==> src/rtl/isa_ads_pkg.sv <==
// Shared types, constants and constant functions of the standard atmosphere block.
package isa_ads_pkg;

    localparam int QUEUE_DEPTH = 2;

    localparam logic [23:0] TU_SEA    = 24'd9220800;
    localparam logic [23:0] TU_TROPO  = 24'd6932800;
    localparam logic [23:0] TU_SLOPE  = 24'd13;
    localparam logic [19:0] H16_TROPO = 20'd176000;
    localparam logic [22:0] SCALE_NUM = 23'd5;
    localparam logic [23:0] SCALE_DEN = 24'd507328;

    localparam logic [63:0] A_TROPO_FULL = (64'd1013250000 << 30) / 64'd827134575;
    localparam logic [63:0] A_STRAT_FULL = (64'd226320000 << 30) / 64'd621893825;
    localparam logic [30:0] A_TROPO      = A_TROPO_FULL[30:0];
    localparam logic [30:0] A_STRAT      = A_STRAT_FULL[30:0];

    localparam logic [15:0] EXP_NUM     = 16'd42559;
    localparam logic [13:0] EXP_DEN     = 14'd10000;
    localparam logic [30:0] LOG2E_Q30   = 31'd1549082004;
    localparam logic [15:0] SOUND_NUM   = 16'd40187;
    localparam logic [11:0] SOUND_DEN   = 12'd3125;
    localparam logic [30:0] DENSITY_MAX = 31'd1342177279;
    localparam logic [30:0] ONE_Q30     = 31'h4000_0000;

    // Classified item handed from the front to the back.
    typedef struct packed {
        logic        trop;
        logic [23:0] tu;
        logic [23:0] den;
        logic [23:0] xnum;
    } item_t;

    // Q30 value of 2^(-2^-k), built by k repeated floor square roots of 0.5.
    function automatic logic [29:0] exp_root(input int k);
        logic [63:0] r;
        logic [63:0] v;
        logic [63:0] res;
        logic [63:0] bit_w;
        r = 64'd1 << 29;
        for (int i = 1; i <= k; i++)
        begin
            v     = r << 30;
            res   = '0;
            bit_w = 64'd1 << 62;
            for (int n = 0; n < 32; n++)
            begin
                if (v >= res + bit_w)
                begin
                    v   = v - (res + bit_w);
                    res = (res >> 1) + bit_w;
                end
                else
                begin
                    res = res >> 1;
                end
                bit_w = bit_w >> 2;
            end
            r = res;
        end
        return r[29:0];
    endfunction

endpackage

==> src/rtl/isa_ads_front.sv <==
// Front stage: clamps the altitude, picks the layer and sets up the divider operands.
module isa_ads_front (
    input  logic                clk,
    input  logic                rst_n,
    input  logic                push,
    output logic                full,
    input  logic signed [20:0]  altitude,
    output logic                q_write,
    output isa_ads_pkg::item_t  q_item,
    input  logic                q_full
);

    logic               valid_reg;
    logic               valid_next;
    isa_ads_pkg::item_t item_reg;
    isa_ads_pkg::item_t item_next;
    logic               take;
    logic [19:0]        h16;
    logic [19:0]        above;
    logic [23:0]        tu_trop;

    assign full    = valid_reg && q_full;
    assign take    = push && !full;
    assign q_write = valid_reg && !q_full;
    assign q_item  = item_reg;

    always_comb
    begin
        h16     = altitude[20] ? 20'd0 : altitude[19:0];
        above   = h16 - isa_ads_pkg::H16_TROPO;
        tu_trop = isa_ads_pkg::TU_SEA - {4'd0, h16} * isa_ads_pkg::TU_SLOPE;
        item_next.trop = (h16 <= isa_ads_pkg::H16_TROPO);
        if (item_next.trop)
        begin
            item_next.tu   = tu_trop;
            item_next.den  = tu_trop;
            item_next.xnum = isa_ads_pkg::TU_SEA;
        end
        else
        begin
            item_next.tu   = isa_ads_pkg::TU_TROPO;
            item_next.den  = isa_ads_pkg::SCALE_DEN;
            item_next.xnum = {1'b0, {3'd0, above} * isa_ads_pkg::SCALE_NUM};
        end
    end

    always_comb
    begin
        if (take)
            valid_next = 1'b1;
        else if (q_write)
            valid_next = 1'b0;
        else
            valid_next = valid_reg;
    end

    always_ff @(posedge clk or negedge rst_n)
    begin
        if (!rst_n)
            valid_reg <= 1'b0;
        else
            valid_reg <= valid_next;
    end

    always_ff @(posedge clk)
    begin
        if (take)
            item_reg <= item_next;
    end

endmodule

==> config.mk <==
export PLATFORM = sky130hd
export DESIGN_NAME = isa_ads_front
export DESIGN_NICKNAME = d
export VERILOG_FILES = /design/src/rtl/isa_ads_pkg.sv /design/src/rtl/isa_ads_front.sv
export SDC_FILE = /design/constraint.sdc
export NUM_CORES = 1
export LEC_CHECK = 0
export ABC_AREA = 1
export CAP_MARGIN = 20
export CELL_PAD_IN_SITES_DETAIL_PLACEMENT = 0
export CELL_PAD_IN_SITES_GLOBAL_PLACEMENT = 2
export CORE_MARGIN = 1
export CORE_UTILIZATION = 41
export DETAILED_ROUTE_END_ITERATION = 16
export DONT_BUFFER_PORTS = 1
export PLACE_DENSITY_LB_ADDON = 0.12
export SYNTH_ARGS = -nofsm -noshare
export SYNTH_HDL_FRONTEND = slang
export SYNTH_SLANG_ARGS = --single-unit
==> constraint.sdc <==
create_clock -name clk -period 8 [get_ports clk]
set_input_delay 2.4 -clock clk [delete_from_list [all_inputs] [get_ports clk]]
set_output_delay 2.4 -clock clk [all_outputs]
set_load 0.1 [all_outputs]
# After elaboration in Yosys (flattened, before gate mapping)
# Cells that the tools add are included.
# op_classes
addsub	2
multipliers	2
magnitude_cmp	1
mux	4
n_reduce_logical	6
# ops
operator	n
$mul A20 B4 Y24 const B	1
$mux W24	1
$sub A24 B24 Y24 const A	1
$mul A20 B3 Y23 const B	1
$le A20 B18 Y1 const B	1
$mux W20	1
$sub A20 B18 Y20 const B	1
$logic_and A1 B1 Y1	3
$logic_not A1 Y1	2
$mux W1	2
$reduce_bool A2 Y1	1
# word_totals
register_bits	74
inputBits	25
out_inout_bits	75

# Depth between registers and ports, before layout
# Gate-level depths: netlist of the first run.
# depth
ltp_word	4
ltp_mapped	24
mapped_depth_nobuf	22

# Least setup slack after synthesis of the first run
# Ideal clock, no wire load.
# synth_path
path_type	input to output
start	input port q_full
end	output port q_write
t_arrival_ns	3.653
t_required_ns	5.600
setup_slack_ns	1.947
stages	1
path_buffers	0
cell_sequence	nor2_1
# synth_via
elab_chain_len	2
# synth_rtl
item	line_no	source
from (decl)	isa_ads_front.sv:10	input logic q_full
$logic_not A1 Y1	isa_ads_front.sv:24	assign q_write = valid_reg && !q_full;
$logic_and A1 B1 Y1	isa_ads_front.sv:24	
to (decl)	isa_ads_front.sv:8	output logic q_write,
# No other way between the ends.

# Final worst setup path of the first run
# Same ends and word-level chain as after synthesis.

==> results of run 1 <==
## stage by stage
stage                     area (um2)  hold WS (ns)  util [%]
after floorplan                 6750         0.459         -
after global placement          7260         0.473      45.4
after detailed placement        7260         0.489      45.4
after CTS                       7530         0.502      47.0
after global routing            7530         0.567      47.0
final                           7530         0.498      47.0
## area by class of cell
type | instances | area [um2]
clock buffer | 9 | 225
clock inverter | 7 | 45.0
fill | 1650 | 8470
multi-input combinational | 634 | 4130
inverter | 177 | 669
sequential | 59 | 1770
tap | 216 | 270
timing repair buffer | 16 | 420
## cell families after synthesis
family	Yosys count	synth area share [%]
compound gates	57	4.95
buf+inv	200	12.8
xor+xnor	23	2.98
simple gates	422	26.7
fa+ha+maj	132	26.4
flops	59	26.2
## synthesized netlist by cell type, types with 2 or more instances
| cell type | instances |
|---|---|
| ha_1 | 115 |
| inv_4 | 2 |
| o21ai_0 | 6 |
| or2_2 | 5 |
| a21oi_1 | 37 |
| nand3_2 | 2 |
| nor2_2 | 6 |
| nand4_1 | 9 |
| xnor2_1 | 7 |
| nand2_1 | 236 |
| a21oi_2 | 5 |
| nand2_2 | 7 |
| nand3_1 | 57 |
| nand3b_1 | 3 |
| edfxtp_1 | 58 |
| a21o_1 | 2 |
| nor2_1 | 86 |
| or2_1 | 3 |
| nor3_1 | 2 |
| buf_6 | 5 |
| xor2_1 | 16 |
| buf_2 | 2 |
| inv_1 | 173 |
| buf_4 | 15 |
| o21bai_1 | 3 |
| inv_2 | 2 |
| fa_1 | 17 |
## layer usage
metal | up-vias | wire length [um]
li1 | 2806 | -
met1 | 2401 | 8380
met2 | 150 | 7030
met3 | 9 | 1070
met4 | 0 | 169
met5 | - | 0
## power breakdown
group	leakage, nW	internal (W)	switching, W
logic	3.28	0.000301	0.000552
registers	0.559	0.000410	0.000310
clock network	0.125	0.000208	0.000154
total	3.96	0.000919	0.00102
## worst register-to-register path, delay by kind of cell, from the launching register on
| family | cells | cell delay [ns] |
|---|---|---|
| flip-flops | 1 | 0.37 |
| buffers and inverters | 2 | 1.03 |
| AND/OR/NAND/NOR | 2 | 0.27 |
## worst min-delay path by stage
stage | slack, ns | start | cells past startpoint | to
3_5_place_dp | 0.49 | valid_reg | 2 | valid_reg
2_1_floorplan | 0.46 | valid_reg | 2 | valid_reg
3_3_place_gp | 0.47 | valid_reg | 2 | valid_reg
6_report | 0.50 | valid_reg | 2 | valid_reg
4_1_cts | 0.50 | valid_reg | 2 | valid_reg
5_1_grt | 0.57 | valid_reg | 2 | valid_reg
==> impl_metrics.csv, run 1 <==
group,metric,value,unit
setup_path,rrSetupSlack,5.91,ns
setup_path,slowest_stage,"nor2_2",
setup_path,crit_start,"q_full",
pwr,peakVddDrop,124,uV
timing,setup_viol,0,
place,post-dp-hpwl,13.6,mm
timing,final-hold-violation-count,0,
clock_network,cts_tree,"done",
global_route,met2_usage,31.7,%
clock_network,cts_root_buffer,"clkbuf_16",
synthesis,synth_top_cell_area_share,25.8,%
clock_network,hold_buffers,0,
clock_network,clkSinkCount,59,
setup_path,path_max_fanout,2,
synthesis,syn_nets,1050,
global_route,grt.total_usage,20.9,%
synthesis,synth-seq-area-share,26.2,%
cells_and_area,largest_register_ffs,58,
pwr,cellPowerDensity,257,mW/mm2
floorplanning,core-area,0.0160,mm2
global_route,grt_first_pass_wirelength,26.7,mm
cells_and_area,antenna_cells,0,
setup_path,path_depth,1,
floorplanning,start_util,42.2,%
global_route,grtUsageMet1,30.1,%
clock_network,cts_resized,0,
route,num_vias,5366,
setup_path,r2r_end,"q_item[46]",
timing,rsz0062_at_grt,"false",
setup_path,crit_path_start_kind,"input pin",
timing,setup_ws,2.40,ns
cells_and_area,final_cell_mix,"nand2_1, inv_1, ha_1, nor2_1, edfxtp_1",
synthesis,ys_types,39,
place,place_congestion,0.874,
setup_path,worstPathCellList,"nor2_2",
timing,finalSetupTns,0,ns
cells_and_area,final_common_cell,"nand2_1",
floorplanning,die_y,130,um
timing,fmax,0.179,GHz
setup_path,worstSetupEndpoint,"q_write",
global_route,grt_max_degree,59,
floorplanning,num_rows,46,
synthesis,synth_area_leaders,"edfxtp_1, ha_1, nand2_1, inv_1, fa_1",
route,drc,0,
route,first_iter_violations,345,
synthesis,ys_seq_elements,59,
cells_and_area,drive_above_1_share,7.43,%
setup_path,crit_family,"simple AND/OR/NAND/NOR gates",
setup_path,r2r.worst_path.cells,4,
route,firstDrtPassIters,5,
floorplanning,io-pin-count,100,
clock_network,cts_htree_levels,3,
timing,worst_pin_slew,1.06,ns
route,via_per_inst,4.80,
synthesis,synth-main-ff-cell,"edfxtp_1",
route,drtAntennaViolNets,0,
global_route,overflow,0,
synthesis,syn-cell-area,0.00675,mm2
setup_path,crit_required,5.60,ns
place,dp_cells,1102,
setup_path,critical_path_class,"input pin to primary output",
clock_network,clk_pin_slew,0.05,ns
worst_hold_path,min_path_type,"flip-flop to flip-flop",
synthesis,synth_edf_count,58,
setup_path,crit_path_end_kind,"primary output",
job,maxCapViolations,0,
timing,finalMaxSlewViolations,0,
cells_and_area,nets,1054,
synthesis,ys.warnings.count,0,
synthesis,synthArstFlopShare,1.69,%
timing,slew_headroom,29.0,%
global_route,grt_pass1_vias,5174,
timing,min_period_over_period,70.0,%
route,post_drt_wl_per_cell,14.9,um
place,place.port_buffers,0,
setup_path,slowest_delay,0.80,ns
floorplanning,dieArea,0.0170,mm2
global_route,grt-busiest-layer,"met2",
pwr,p_leak,3.96,nW
cells_and_area,layout.cells.non_filler,1118,
setup_path,worstPathArrival,3.20,ns
clock_network,cts_setup_buffers,0,
timing,finalClockSkew,0.00545,ns
global_route,met3_usage,4.18,%
floorplanning,die_x,130,um
timing,final.min_clock_period,5.60,ns
synthesis,syn_inst,893,
synthesis,synth_top_area_cell,"edfxtp_1",
setup_path,path_buf_inv,0,
pwr,fin_total_pwr,0.00193,W
place,dp_slack,2.14,ns
clock_network,cts_made_buffers,9,
outcome,status,"finished, final reports clean",
global_route,antenna_found_initial,0,
clock_network,clock_latency,0.34,ns
setup_path,r2r-start,"valid_reg",
route,drt-total-wl,16.6,mm
cells_and_area,area_growth,11.5,%
clock_network,clockBufferDepth,2,
synthesis,avgSynthCellArea,7.56,um2
No activity file was read; power rests on OpenSTA's default activity.
==> inputs of run 2 (changes only) <==
ABC_AREA = 0   (was 1)
clock period = 5.2 ns   (was 8 ns; I/O delays follow)
==> run 2 against run 1 <==
  * Area after synthesis shrank 9.6%
  * Die area shrank 9.5%
  * Count of clock-buffer cells in the layout increased by 2
==> impl_metrics.csv, run 2 <==
group,metric,value,unit
floorplanning,die_y,124,um
timing,setup_viol,0,
cells_and_area,layout.cells.non_filler,828,
timing,finalMaxSlewViolations,0,
clock_network,clk_pin_slew,0.05,ns
synthesis,synthArstFlopShare,1.69,%
setup_path,worstPathArrival,4.82,ns
pwr,p_switching,0.00146,W
synthesis,post_synth_xor_area_fraction,4.88,%
synthesis,synth_top_cell_area_share,28.6,%
global_route,grt_first_pass_wirelength,22.0,mm
clock_network,cts_tree,"done",
pwr,switching_share,48.3,%
cells_and_area,drive_above_1_share,12.4,%
global_route,antenna_found_initial,0,
setup_path,crit_required,5.29,ns
synthesis,ys_seq_elements,59,
clock_network,cts_made_buffers,9,
synthesis,synth-main-ff-cell,"edfxtp_1",
floorplanning,die_x,124,um
clock_network,cts_htree_levels,3,
global_route,grt.total_usage,18.9,%
pwr,intPower,0.00157,W
timing,finalClockSkew,0.00754,ns
synthesis,synth_area_leaders,"edfxtp_1, ha_1, fa_1, inv_1, xnor2_1",
route,drc,0,
synthesis,muxShareOfSynthArea,1.72,%
place,place_congestion,0.824,
setup_path,slowest_delay,0.55,ns
cells_and_area,final_cell_mix,"ha_1, inv_1, edfxtp_1, nand2_1, nor2_1",
clock_network,cts_resized,0,
place,dp_cells,812,
floorplanning,dieArea,0.0154,mm2
route,via_per_inst,5.25,
synthesis,ys_types,62,
job,maxCapViolations,0,
timing,fmax,0.211,GHz
worst_hold_path,min_path_type,"input pin to asynchronous set/reset pin",
setup_path,crit_path_start_kind,"input pin",
pwr,cellPowerDensity,433,mW/mm2
setup_path,r2r.worst_path.cells,3,
global_route,grt_pass1_vias,4436,
cells_and_area,nets,796,
clock_network,clockBufferDepth,2,
cells_and_area,largest_register_ffs,58,
setup_path,critical_path_class,"input pin to flip-flop",
timing,finalSetupTns,0,ns
route,drt-total-wl,13.2,mm
timing,final.min_clock_period,4.73,ns
setup_path,rrSetupSlack,3.07,ns
pwr,power_frac_clock,20.9,%
synthesis,avgSynthCellArea,9.81,um2
floorplanning,io-pin-count,100,
timing,final-hold-violation-count,0,
floorplanning,num_rows,44,
setup_path,path_buf_inv,1,
outcome,status,"finished, final reports clean",
cells_and_area,antenna_cells,0,
synthesis,ys.warnings.count,0,
pwr,peakVddDrop,187,uV
timing,slew_headroom,28.3,%
synthesis,syn_inst,622,
clock_network,cts_root_buffer,"clkbuf_16",
setup_path,path_max_fanout,5,
global_route,overflow,0,
synthesis,synth_adder_area_share,29.2,%
place,place.port_buffers,0,
clock_network,hold_buffers,0,
route,firstDrtPassIters,4,
synthesis,synth_top_family_by_area,"adder cells",
floorplanning,core-area,0.0145,mm2
place,post-dp-hpwl,10.5,mm
cells_and_area,final_util,48.2,%
synthesis,yosysMostFrequentCell,"ha_1",
pwr,p_leak,3.19,nW
clock_network,clkSinkCount,59,
setup_path,crit_path_frequent_cell,"ha_1",
setup_path,worstPathCellList,"nor2b_1, ha_1, ha_1, fa_1, inv_1, ha_1, a21oi_1, a21boi_0, a21oi_1, a21boi_2, mux2_2",
synthesis,yosys-top-cells-count,"ha_1, inv_1, edfxtp_1",
route,post_drt_wl_per_cell,16.0,um
synthesis,syn-cell-area,0.00610,mm2
clock_network,cts_setup_buffers,0,
synthesis,synth-seq-area-share,29.0,%
setup_path,slowest_stage,"fa_1",
synthesis,syn_nets,779,
route,first_iter_violations,210,
clock_network,clock_latency,0.34,ns
cells_and_area,area_growth,14.8,%
synthesis,synth-compound-area-share,14.4,%
cells_and_area,final_common_cell,"ha_1",
synthesis,synth_top_area_cell,"edfxtp_1",
pwr,p_seq_share,39.2,%
route,drtAntennaViolNets,0,
global_route,grt_max_degree,59,
timing,min_period_over_period,90.9,%
timing,worst_pin_slew,1.08,ns
synthesis,yosys.area_share.simple,13.6,%
route,num_vias,4344,
setup_path,path_depth,11,
pwr,pwr-share-comb,39.8,%
setup_path,crit_family,"adder cells",
setup_path,crit_path_end_kind,"flip-flop",
timing,rsz0062_at_grt,"false",
floorplanning,start_util,42.0,%
synthesis,synth_edf_count,58,
run 2: cell types whose count changed after synthesis, sizes merged, moves of 9 or more:
cell	before	now
and2	1	10
a21o	2	19
xnor2	7	23
nor2b	0	18
nand3	59	12
o21ai	7	24
nand2	244	47
a21oi	43	33
nand2b	0	12
nor2	94	44
inv	177	69
run 2: per-stage QoR:
stage | worst slack (ns) | cell area, um2 | hold slack (ns) | power [W]
3_3_place_gp | 0.162 | 6690 | 1.26 | 0.00241
2_1_floorplan | 0.0114 | 6100 | 1.26 | 0.00211
4_1_cts | 0.469 | 7000 | 0.899 | 0.00307
6_report | 0.471 | 7000 | 0.914 | 0.00303
5_1_grt | 0.167 | 7000 | 0.897 | 0.00323
3_5_place_dp | 0.102 | 6690 | 1.26 | 0.00242
run 2: layout make-up:
class / instances / area (um2)
Tap cell: 184 / 230
Inverter: 69 / 262
Fill cell: 1418 / 7530
Multi-Input combinational cell: 469 / 3900
Clock inverter: 5 / 77.6
Clock buffer: 11 / 233
Sequential cell: 59 / 1770
Timing Repair Buffer: 31 / 533
run 2: final timing paths:
kind	start	end
setup / recovery	altitude[10]	q_item[70]
hold / removal	rst_n	valid_reg
hold reg to reg	valid_reg	valid_reg
min in group clk	push	valid_reg
max in group asynchronous	rst_n	valid_reg
setup reg to reg	valid_reg	q_item[13]
run 2: power by group through the flow:
stage / combinational (W) / sequential [W] / clock, W
after CTS: 0.00123 / 0.00119 / 0.000651
after floorplan: 0.000936 / 0.00117 / 0
after global routing: 0.00135 / 0.00120 / 0.000670
final: 0.00121 / 0.00119 / 0.000634
after global placement: 0.00121 / 0.00120 / 0
after detailed placement: 0.00122 / 0.00120 / 0
run 2: per-layer routing:
metal	vias to the layer above	wire length, um	GRT usage (%)
met5	-	0	0
met2	76	6200	31.4
li1	2195	-	-
met4	0	165	5.58
met3	10	523	4.08
met1	2063	6330	24.6
run 2: worst register-to-register path, stage by stage (launching register included):
cell     delay, ns
dfrtp_1       0.36
and2_1        0.53
nor2b_4       0.23
buf_4         0.60
run 2: cells by family after synthesis:
| family | count (synthesis) |
|---|---|
| flops | 59 |
| buf+inv | 94 |
| compound gates | 123 |
| xor+xnor | 34 |
| simple gates | 170 |
| fa+ha+maj | 132 |
| mux | 10 |
