`config.mk`:
```
export PLATFORM = sky130hd
export DESIGN_NAME = isa_ads_queue
export DESIGN_NICKNAME = d
export VERILOG_FILES = /design/src/rtl/isa_ads_pkg.sv /design/src/rtl/isa_ads_queue.sv
export SDC_FILE = /design/constraint.sdc
export NUM_CORES = 1
export LEC_CHECK = 0
export BUFFER_PORTS_ARGS = -buffer_cell sky130_fd_sc_hd__buf_4
export CAP_MARGIN = 15
export CORE_MARGIN = 2
export CORE_UTILIZATION = 56
export CTS_BUF_LIST = sky130_fd_sc_hd__clkbuf_16
export DETAILED_ROUTE_END_ITERATION = 8
export PLACE_DENSITY = 0.84
export SYNTH_ARGS = -nofsm -noshare
export SYNTH_HDL_FRONTEND = slang
export SYNTH_SLANG_ARGS = --single-unit
```
`constraint.sdc`:
```
create_clock -name clk -period 6 [get_ports clk]
set_input_delay 0.6 -clock clk [delete_from_list [all_inputs] [get_ports clk]]
set_output_delay 0.6 -clock clk [all_outputs]
set_load 0.01 [all_outputs]
```
`src/rtl/isa_ads_pkg.sv`:
```
// Shared types, constants and constant functions of the standard atmosphere block.
package isa_ads_pkg;

    localparam int QUEUE_DEPTH = 2;

    localparam logic [23:0] TU_SEA    = 24'd9220800;
    localparam logic [23:0] TU_TROPO  = 24'd6932800;
    localparam logic [23:0] TU_SLOPE  = 24'd13;
    localparam logic [19:0] H16_TROPO = 20'd176000;
    localparam logic [22:0] SCALE_NUM = 23'd5;
    localparam logic [23:0] SCALE_DEN = 24'd507328;

    localparam logic [63:0] A_TROPO_FULL = (64'd1013250000 << 30) / 64'd827134575;
    localparam logic [63:0] A_STRAT_FULL = (64'd226320000 << 30) / 64'd621893825;
    localparam logic [30:0] A_TROPO      = A_TROPO_FULL[30:0];
    localparam logic [30:0] A_STRAT      = A_STRAT_FULL[30:0];

    localparam logic [15:0] EXP_NUM     = 16'd42559;
    localparam logic [13:0] EXP_DEN     = 14'd10000;
    localparam logic [30:0] LOG2E_Q30   = 31'd1549082004;
    localparam logic [15:0] SOUND_NUM   = 16'd40187;
    localparam logic [11:0] SOUND_DEN   = 12'd3125;
    localparam logic [30:0] DENSITY_MAX = 31'd1342177279;
    localparam logic [30:0] ONE_Q30     = 31'h4000_0000;

    // Classified item handed from the front to the back.
    typedef struct packed {
        logic        trop;
        logic [23:0] tu;
        logic [23:0] den;
        logic [23:0] xnum;
    } item_t;

    // Q30 value of 2^(-2^-k), built by k repeated floor square roots of 0.5.
    function automatic logic [29:0] exp_root(input int k);
        logic [63:0] r;
        logic [63:0] v;
        logic [63:0] res;
        logic [63:0] bit_w;
        r = 64'd1 << 29;
        for (int i = 1; i <= k; i++)
        begin
            v     = r << 30;
            res   = '0;
            bit_w = 64'd1 << 62;
            for (int n = 0; n < 32; n++)
            begin
                if (v >= res + bit_w)
                begin
                    v   = v - (res + bit_w);
                    res = (res >> 1) + bit_w;
                end
                else
                begin
                    res = res >> 1;
                end
                bit_w = bit_w >> 2;
            end
            r = res;
        end
        return r[29:0];
    endfunction

endpackage

```
`src/rtl/isa_ads_queue.sv`:
```
// Short queue of classified items between the front and the back.
module isa_ads_queue #(
    parameter int DEPTH = isa_ads_pkg::QUEUE_DEPTH
) (
    input  logic                clk,
    input  logic                rst_n,
    input  logic                wr_en,
    input  isa_ads_pkg::item_t  wr_item,
    output logic                is_full,
    input  logic                rd_en,
    output isa_ads_pkg::item_t  rd_item,
    output logic                rd_valid
);

    localparam int PW = (DEPTH > 1) ? $clog2(DEPTH) : 1;
    localparam int CW = $clog2(DEPTH + 1);

    isa_ads_pkg::item_t mem_reg [DEPTH];
    logic [PW-1:0]      wr_ptr_reg;
    logic [PW-1:0]      rd_ptr_reg;
    logic [CW-1:0]      count_reg;
    logic [CW-1:0]      count_next;

    assign is_full  = (count_reg == CW'(DEPTH));
    assign rd_valid = (count_reg != '0);
    assign rd_item  = mem_reg[rd_ptr_reg];

    always_comb
    begin
        count_next = count_reg;
        if (wr_en && !(rd_en && rd_valid))
            count_next = count_reg + 1'b1;
        else if (!wr_en && rd_en && rd_valid)
            count_next = count_reg - 1'b1;
    end

    always_ff @(posedge clk or negedge rst_n)
    begin
        if (!rst_n)
        begin
            wr_ptr_reg <= '0;
            rd_ptr_reg <= '0;
            count_reg  <= '0;
        end
        else
        begin
            count_reg <= count_next;
            if (wr_en)
                wr_ptr_reg <= (wr_ptr_reg == PW'(DEPTH - 1)) ? '0 : wr_ptr_reg + 1'b1;
            if (rd_en && rd_valid)
                rd_ptr_reg <= (rd_ptr_reg == PW'(DEPTH - 1)) ? '0 : rd_ptr_reg + 1'b1;
        end
    end

    always_ff @(posedge clk)
    begin
        if (wr_en)
            mem_reg[wr_ptr_reg] <= wr_item;
    end

endmodule

```
Word level (Yosys, flattened, before mapping)
Memories as Yosys holds them, arrays and structs flattened.
Index checks and enable logic that the tools add are counted.
Cells by class
  $add $sub $neg: 4
  equality and inequality tests: 1
  mux-type cells: 6
  reduce and logical (&&, ||, !) cells: 8
Operators with widths (count)
  1-bit logical AND: 4
  1-bit 2-to-1 mux: 4
  2-bit 2-to-1 mux: 2
  2-bit nonzero test: 2
  1-bit adder, second input constant: 2
  2-bit by 1-bit adder with 2-bit output, second input constant: 1
  2-bit equality test, second input constant: 1
  1-bit zero test: 2
  2-bit by 1-bit subtractor with 2-bit output, second input constant: 1
Word-level totals
  register bits after elaboration: 4
  bits in writable memories: 146
  bits of input ports: 77
  output and inout bits: 75
  logic and storage cells: 23
  memories: 1
Memories
  mem_reg: words 2, width 73, rd ports 1, clocked after memory_dff 0, write ports 1, line isa_ads_queue.sv:18  | isa_ads_pkg::item_t mem_reg [DEPTH];

Logic depth before layout (Yosys ltp)
Gate-level depths: netlist (run 1).
  depth after elaboration: 5
  mapped depth: 3
  depth with buffers taken out: 3

Worst setup path after synthesis (run 1)
OpenSTA, ideal clock, no wires.
  kind: input-to-reg
  start point: in wr_en
  end point: mem mem_reg[0][0] (netlist name), enable pin
  library setup time: 513 ps
  arrival: 3799 ps
  required time: 5487 ps
  setup slack: 1688 ps
  stages: 1
  buffers on the path: 0
  cell sequence: nor2b_1
On the way
  longest elaborated chain between the ends: 2
Ends and longest elaborated chain
  start, declared: line isa_ads_queue.sv:7  | input logic wr_en,
  1-bit 2-to-1 mux: line isa_ads_queue.sv:57  | if (wr_en)
  1-bit 2-to-1 mux (implied by the code): line isa_ads_queue.sv:58  | mem_reg[wr_ptr_reg] <= wr_item;
  end, declared: line isa_ads_queue.sv:18
No other way between the ends.

==> results of run 1 <==
[power by group through the flow]
stage | Sequential (mW) | Combinational, mW | Clock (mW)
after floorplan | 1.47 | 0.743 | 0
after global routing | 1.52 | 1.17 | 1.06
final | 1.50 | 1.10 | 1.01
after global placement | 1.51 | 1.10 | 0
after detailed placement | 1.52 | 1.11 | 0
after CTS | 1.51 | 1.12 | 1.02
[path summary, 6_finish.rpt]
check                           start        endpoint  slack, ns  depth (start not counted)
setup / recovery           rd_ptr_reg     rd_item[53]       2.87                          3
hold / removal             wr_item[0]   mem_reg[0][0]       0.37                          1
setup reg to reg           wr_ptr_reg  mem_reg[0][12]       3.91                          2
hold reg to reg            wr_ptr_reg      wr_ptr_reg       0.55                          1
max in group asynchronous       rst_n      rd_ptr_reg       5.34                          2
min in group asynchronous       rst_n    count_reg[1]       0.54                          2
[worst register-to-register path, stage by stage, from the launching register on]
cell     delay [ns]
dfrtp_1        0.42
nor2b_4        0.65
buf_4          0.63
[stage by stage]
stage | util [%] | cell area, sq um | power (mW)
6_report | 76.46 | 7542 | 3.612
3_3_place_gp | 70.59 | 6963 | 2.612
3_5_place_dp | 70.59 | 6963 | 2.637
5_1_grt | 76.46 | 7542 | 3.754
4_1_cts | 76.46 | 7542 | 3.653
2_1_floorplan | - | 5718 | 2.211
[cell families after synthesis]
kind of cell,after synthesis
buffers and inverters,9
AND/OR/NAND/NOR,9
XOR/XNOR,3
multiplexers,74
AO/OA/AOI/OAI,2
flip-flops,150
[Yosys cell counts (2+ instances only)]
master	instances	share of area, %
edfxtp_1	146	77
mux2_4	60	16
mux2_2	13	2.6
buf_6	7	1.4
dfrtp_1	4	1.8
a21oi_1	2	0.18
nand2_1	2	0.13
nor2b_1	2	0.22
xor2_1	2	0.31
[layout make-up]
type / count / area share, %
repair buffers: 154 / 15.36
clock buffers: 17 / 5.640
clock inverters: 13 / 1.908
well taps: 133 / 2.206
inverters: 1 / 0.04977
flip-flops and latches: 150 / 59.51
multi-input cells: 88 / 15.33
[per-layer routing]
| metal | part of all wire, % | GRT usage (%) |
|---|---|---|
| met3 | 7.1 | 7.049 |
| met4 | 1.5 | 7.810 |
| met5 | 0 | 0 |
| met1 | 40 | 21.42 |
| met2 | 51 | 29.68 |
[timing repair]
action                                  in CTS  in global routing
hold buffers                                 1                  0
hold endpoints to repair                     4                  0
setup buffers                                0                  0
endpoints found under the setup margin       0                  0
==> summary.md, run 1 <==
| Metric | Value |
|---|---|
| Status | `finished clean` |
| Mux contribution to synthesized area | `18.49%` |
| Sw power | `0.9446 mW` |
| FMAX | `0.3198 GHz` |
| EDFF count, synth | `146` |
| Critical Path Max Stage Delay | `0.77 ns` |
| GP Congestion | `0.6725` |
| Yosys cell types | `18` |
| Ys Warns | `0` |
| Crit path launch type | `flop` |
| Min Tclk post-route | `3.127 ns` |
| TritonRoute pass-1 iters | `4` |
| Max-Cap Viols | `0` |
| Fin crit share | `52.12%` |
| Hold Vio Cnt, Final | `0` |
| Final Max Slew Viols | `0` |
| Async set-or-reset flop fraction in the synthesized netlist | `2.667%` |
| Max VDD drop | `0.2442 mV` |
| Post-DRT Antenna Nets | `0` |
| RSZ-0062 raised after global routing | `false` |
| Clock slew at reported path FFs | `0.06 ns` |
| Largest net degree at the start of global routing | `74` |
| Clk buf depth | `2` |
| CTS tree | `done` |
| Multi-input logic area | `1156 sq um` |
| Placed wire-length estimate | `6310 um` |
| Synth-to-layout area growth | `31.90%` |
| Tightest Pin Transition | `0.9999 ns` |
| First-pass GRT wire length | `14660 um` |
| WL per Instance | `17.78 um` |
| Syn_area_per_cell | `23.15 sq um` |
| Seq/Total Area, Yosys | `78.42%` |
| Root buffer cell | `clkbuf_16` |
| Register area | `4488 sq um` |
| Crit path max-delay family | `buffers and inverters` |
| Die H | `105.0 um` |
| Die area | `11030 sq um` |
| Iter 0 DRT Violations | `127` |
| Clock sinks | `150` |
| Number of placed cells counting well taps | `525` |
| CP Buf/Inv Count | `2` |
| Worst hold slack | `0.3712 ns` |
| Synth Area in Adders | `0%` |
| Critical-path cell list | `buf_4 > mux2_2 > buf_4` |
| Switching power share of the total | `26.15%` |
| Final clock skew | `0.005188 ns` |
| Seq pwr share | `41.6%` |
| Post-synthesis compound-gate area fraction | `0.1751%` |
| Largest register FFs | `146` |
| Cells after Synth | `247` |
| Critical-path maximum fanout | `44` |
| Routed vias/inst | `5.076` |
| Worst EP required | `5.40 ns` |
| Starting Density | `57.97%` |
| Initial antenna violation count | `0` |
| Total inserted antenna cells | `0` |
| Headroom to the max-slew limit | `33.34%` |
| Post-synth net total | `324` |
| Post-CTS Resized | `0` |
| Worst skew pair latency | `0.41 ns` |
| Seq cells post-synth | `150` |
| Core area | `9864 sq um` |
| Global Route Usage Sum | `18.14%` |
| Post-Synth XOR/XNOR Area | `0.4595%` |
| Internal power | `2.668 mW` |
| WP data arrival | `2.53 ns` |
| Comb pwr share | `30.5%` |
| Vias post-DR | `2822` |
| Commonest non-fill, non-tap cells in the layout | `buf_4 (153), edfxtp_1 (146), mux2_4 (60), clkbuf_16 (17), mux2_2 (13)` |
| Die X | `105.0 um` |
| Clk pwr share | `27.9%` |
| Worst Setup Slack, final | `2.873 ns` |
| FILL cells | `546` |
| Rows | `36` |
| Routed WL | `9887 um` |
| CP endpoint kind | `output port` |
| Share of layout cells above drive strength 1 | `60.52%` |
| I/O pin count | `152` |
| Grt ovf | `0` |
| # setup viols final | `0` |
| Simple-gate share of the synthesized area | `0.9190%` |
| Critical path's most frequent cell | `buf_4` |
| NumNets Final | `489` |
| Hold WC Path Type | `primary input to flop` |
| Combinational family with the most area after synthesis | `multiplexers` |
| Vias in the first global route | `2860` |
| Leak | `3.039 nW` |
| Synth Cell Area | `5718 sq um` |
| Critical path's slowest cell | `dfrtp_4` |
| Drt drc | `0` |
| Pre-CTS WS | `3.301 ns` |
| Fin cells | `556` |
| PD cells | `479.0 nW/um^2` |
| H-tree depth | `4` |
| TritonCTS Buffers | `17` |
| CP Class | `flop to output port` |
| Commonest non-fill, non-tap cell in the layout | `buf_4` |
| Setup TNS | `0 ns` |
| Top FF cell, synth | `edfxtp_1` |
| Buffers on Ports | `151` |
(Power assumes the default switching activity.)
==> run 2, diff against run 1 <==
Settings changed: ABC_AREA set to 1, CORE_UTILIZATION 56 to 47, PLACE_DENSITY 0.84 to 0.76.
Clock period 6 ns to 2.7 ns, I/O delays scaled along.
==> summary.md, run 2 <==
| Metric | Value |
|---|---|
| Syn_area_per_cell | `13.54 sq um (was 23.15 sq um)` |
| Tightest Pin Transition | `0.6317 ns (was 0.9999 ns)` |
| Worst hold slack | `0.05468 ns (was 0.3712 ns)` |
| Power Total | `8.061 mW (was 3.612 mW)` |
| Share of the synthesized area in the top cell type | `79.53% (was 76.67%)` |
| Worst Setup Slack, final | `0.8034 ns (was 2.873 ns)` |
| Post-CTS Resized | `0 (unchanged)` |
| WL per Instance | `14.52 um (was 17.78 um)` |
| CTS tree | `done (unchanged)` |
| CP Class | `flop to output port (unchanged)` |
| Setup TNS | `0 ns (unchanged)` |
| Vias in the first global route | `3373 (was 2860)` |
| Iter 0 DRT Violations | `197 (was 127)` |
| Post-synth net total | `484 (was 324)` |
| Routed WL | `10500 um (was 9887 um)` |
| Final Util | `64.72% (was 76.46%)` |
| Fin crit share | `70.25%` |
| Synth-to-layout area growth | `34.04% (was 31.90%)` |
| Seq/Total Area, Yosys | `81.34% (was 78.42%)` |
| Worst r2r src | `wr_ptr_reg (unchanged)` |
| Rows | `39 (was 36)` |
| Leak | `3.176 nW (was 3.039 nW)` |
| Hold Startpoint | `wr_item[58] (was wr_item[0])` |
| RSZ-0062 raised after global routing | `false (unchanged)` |
| Die area | `12610 sq um (was 11030 sq um)` |
| Total inserted antenna cells | `0 (unchanged)` |
| Drt drc | `0 (unchanged)` |
| Synth top area cells | `edfxtp_1 (80%), nand2_1 (15%), dfrtp_1 (1.8%) (was edfxtp_1 (77%), mux2_4 (16%), mux2_2 (2.6%))` |
| Clk buf depth | `2 (unchanged)` |
| I/O pin count | `152 (unchanged)` |
| Cells after Synth | `407 (was 247)` |
| GP Congestion | `0.7705 (was 0.6725)` |
| PD cells | `1091 nW/um^2 (was 479.0 nW/um^2)` |
| Worst skew pair latency | `0.39 ns (was 0.41 ns)` |
| Worst EP required | `2.43 ns (was 5.40 ns)` |
| First-pass GRT wire length | `16300 um (was 14660 um)` |
| Critical-path maximum fanout | `64 (was 44)` |
| Die H | `112.3 um (was 105.0 um)` |
| Final instance area | `7390 sq um (was 7542 sq um)` |
| Status | `finished clean (unchanged)` |
| Number of placed cells counting well taps | `692 (was 525)` |
| Max-Cap Viols | `0 (unchanged)` |
| Hold Vio Cnt, Final | `0 (unchanged)` |
| Hold WC Path Type | `primary input to flop (unchanged)` |
| Synth Cell Area | `5513 sq um (was 5718 sq um)` |
| Grt ovf | `0 (unchanged)` |
| Min Tclk post-route | `1.897 ns` |
| Async set-or-reset flop fraction in the synthesized netlist | `2.667% (unchanged)` |
| WP data arrival | `1.63 ns (was 2.53 ns)` |
| Root buffer cell | `clkbuf_16 (unchanged)` |
| Core area | `11420 sq um (was 9864 sq um)` |
| Commonest non-fill, non-tap cells in the layout | `nand2_1 (225), buf_4 (156), edfxtp_1 (146), clkbuf_16 (17), clkinvlp_4 (5) (was buf_4 (153), edfxtp_1 (146), mux2_4 (60), clkbuf_16 (17), mux2_2 (13))` |
| Final clock skew | `0.004629 ns (was 0.005188 ns)` |
| # setup viols final | `0 (unchanged)` |
| Share of layout cells above drive strength 1 | `33.28% (was 60.52%)` |
| Routed vias/inst | `4.757 (was 5.076)` |
| Die X | `112.3 um (was 105.0 um)` |
| Crit path launch type | `flop (unchanged)` |
| TritonCTS Buffers | `17 (unchanged)` |
| TritonRoute pass-1 iters | `4 (unchanged)` |
| H-tree depth | `4 (unchanged)` |
| Fin cells | `723 (was 556)` |
| NumNets Final | `646 (was 489)` |
| Pre-CTS WS | `1.037 ns (was 3.301 ns)` |
| Largest net degree at the start of global routing | `65 (was 74)` |
| Vias post-DR | `3439 (was 2822)` |
| Top FF cell, synth | `edfxtp_1 (unchanged)` |
| Headroom to the max-slew limit | `57.82% (was 33.34%)` |
| Initial antenna violation count | `0 (unchanged)` |
| Yosys cell types | `15 (was 18)` |
| Largest register FFs | `146 (unchanged)` |
| Post-DRT Antenna Nets | `0 (unchanged)` |
| Ys Warns | `0 (unchanged)` |
| EDFF count, synth | `146 (unchanged)` |
| Crit path launch | `rd_ptr_reg (unchanged)` |
| Top-count cell post-synth | `nand2_1 (was edfxtp_1)` |
| Top cells by count, synth | `nand2_1 (225), edfxtp_1 (146), buf_2 (9), buf_4 (6), inv_1 (5) (was edfxtp_1 (146), mux2_4 (60), mux2_2 (13), buf_6 (7), dfrtp_1 (4))` |
| Cell taking the most area after synthesis | `edfxtp_1 (unchanged)` |
| FMAX | `0.5273 GHz` |
| Clock slew at reported path FFs | `0.06 ns (about the same)` |
| Buffers on Ports | `151 (unchanged)` |
| Seq cells post-synth | `150 (unchanged)` |
| Area post-placement | `6818 sq um (was 6963 sq um)` |
| Placed wire-length estimate | `6832 um (was 6310 um)` |
| Commonest non-fill, non-tap cell in the layout | `nand2_1 (was buf_4)` |
| Clock sinks | `150 (unchanged)` |
| Global Route Usage Sum | `16.92% (was 18.14%)` |
| Final Max Slew Viols | `0 (unchanged)` |
| Starting Density | `48.28% (was 57.97%)` |
| Max VDD drop | `0.5797 mV (was 0.2442 mV)` |
| CP endpoint kind | `output port (unchanged)` |
## run 2: cell count changes after synthesis, sizes merged, moves of 5 or more
cell | previous run | this run
buf | 8 | 15
mux2 | 73 | 0
nand2 | 2 | 226
inv | 1 | 6
## run 2: metal layers
metal	track usage, %	routed length (um)
met1	20.50	4285
met5	0	0
met4	5.285	59
met3	7.397	931
met2	27.63	5224
## run 2: layout make-up
| type | count | area [sq um] |
|---|---|---|
| repair buffers | 159 | 1221 |
| flip-flops and latches | 150 | 4486 |
| fillers | 858 | 4029 |
| well taps | 143 | 178.9 |
| inverters | 6 | 22.52 |
| clock inverters | 13 | 136.4 |
| clock buffers | 17 | 425.4 |
| multi-input cells | 235 | 919.6 |
## run 2: repair_timing
item / CTS / global route
endpoints found under the setup margin: 0 / 0
hold buffers: 1 / 0
buffers inserted: 0 / 0
hold endpoints to repair: 4 / 0
## run 2: worst paths after layout
check | to | slack (ns) | depth (start not counted)
min in group asynchronous | wr_ptr_reg | 0.20 | 2
max reg2reg | mem_reg[1][24] | 1.06 | 3
max | rd_item[52] | 0.80 | 5
min reg2reg | wr_ptr_reg | 0.56 | 1
min | mem_reg[1][58] | 0.05 | 1
max in group asynchronous | rd_ptr_reg | 2.38 | 2
## run 2: kinds of logic (layout without fill, tap and decap cells)
group	after synthesis	count (layout)	synth area share, %
buf+inv	22	195	2.111
compound gates	2	2	0.2269
simple gates	230	230	15.84
xor+xnor	3	3	0.4767
flops	150	150	81.34
## run 2: critical path: stages, from the launching register on
cell and delay [ns]:
dfrtp_2 0.42, inv_2 0.19, buf_12 0.31, nand2_1 0.09, nand2_1 0.09, buf_4 0.12
## run 2: where the power goes
group	internal, mW	leakage, nW	switching [mW]	total [mW]
Sequential	3.09	1.42	0.125	3.22
Clock	1.35	0.262	0.858	2.20
Combinational	1.10	1.50	1.54	2.64
Total	5.54	3.18	2.52	8.06
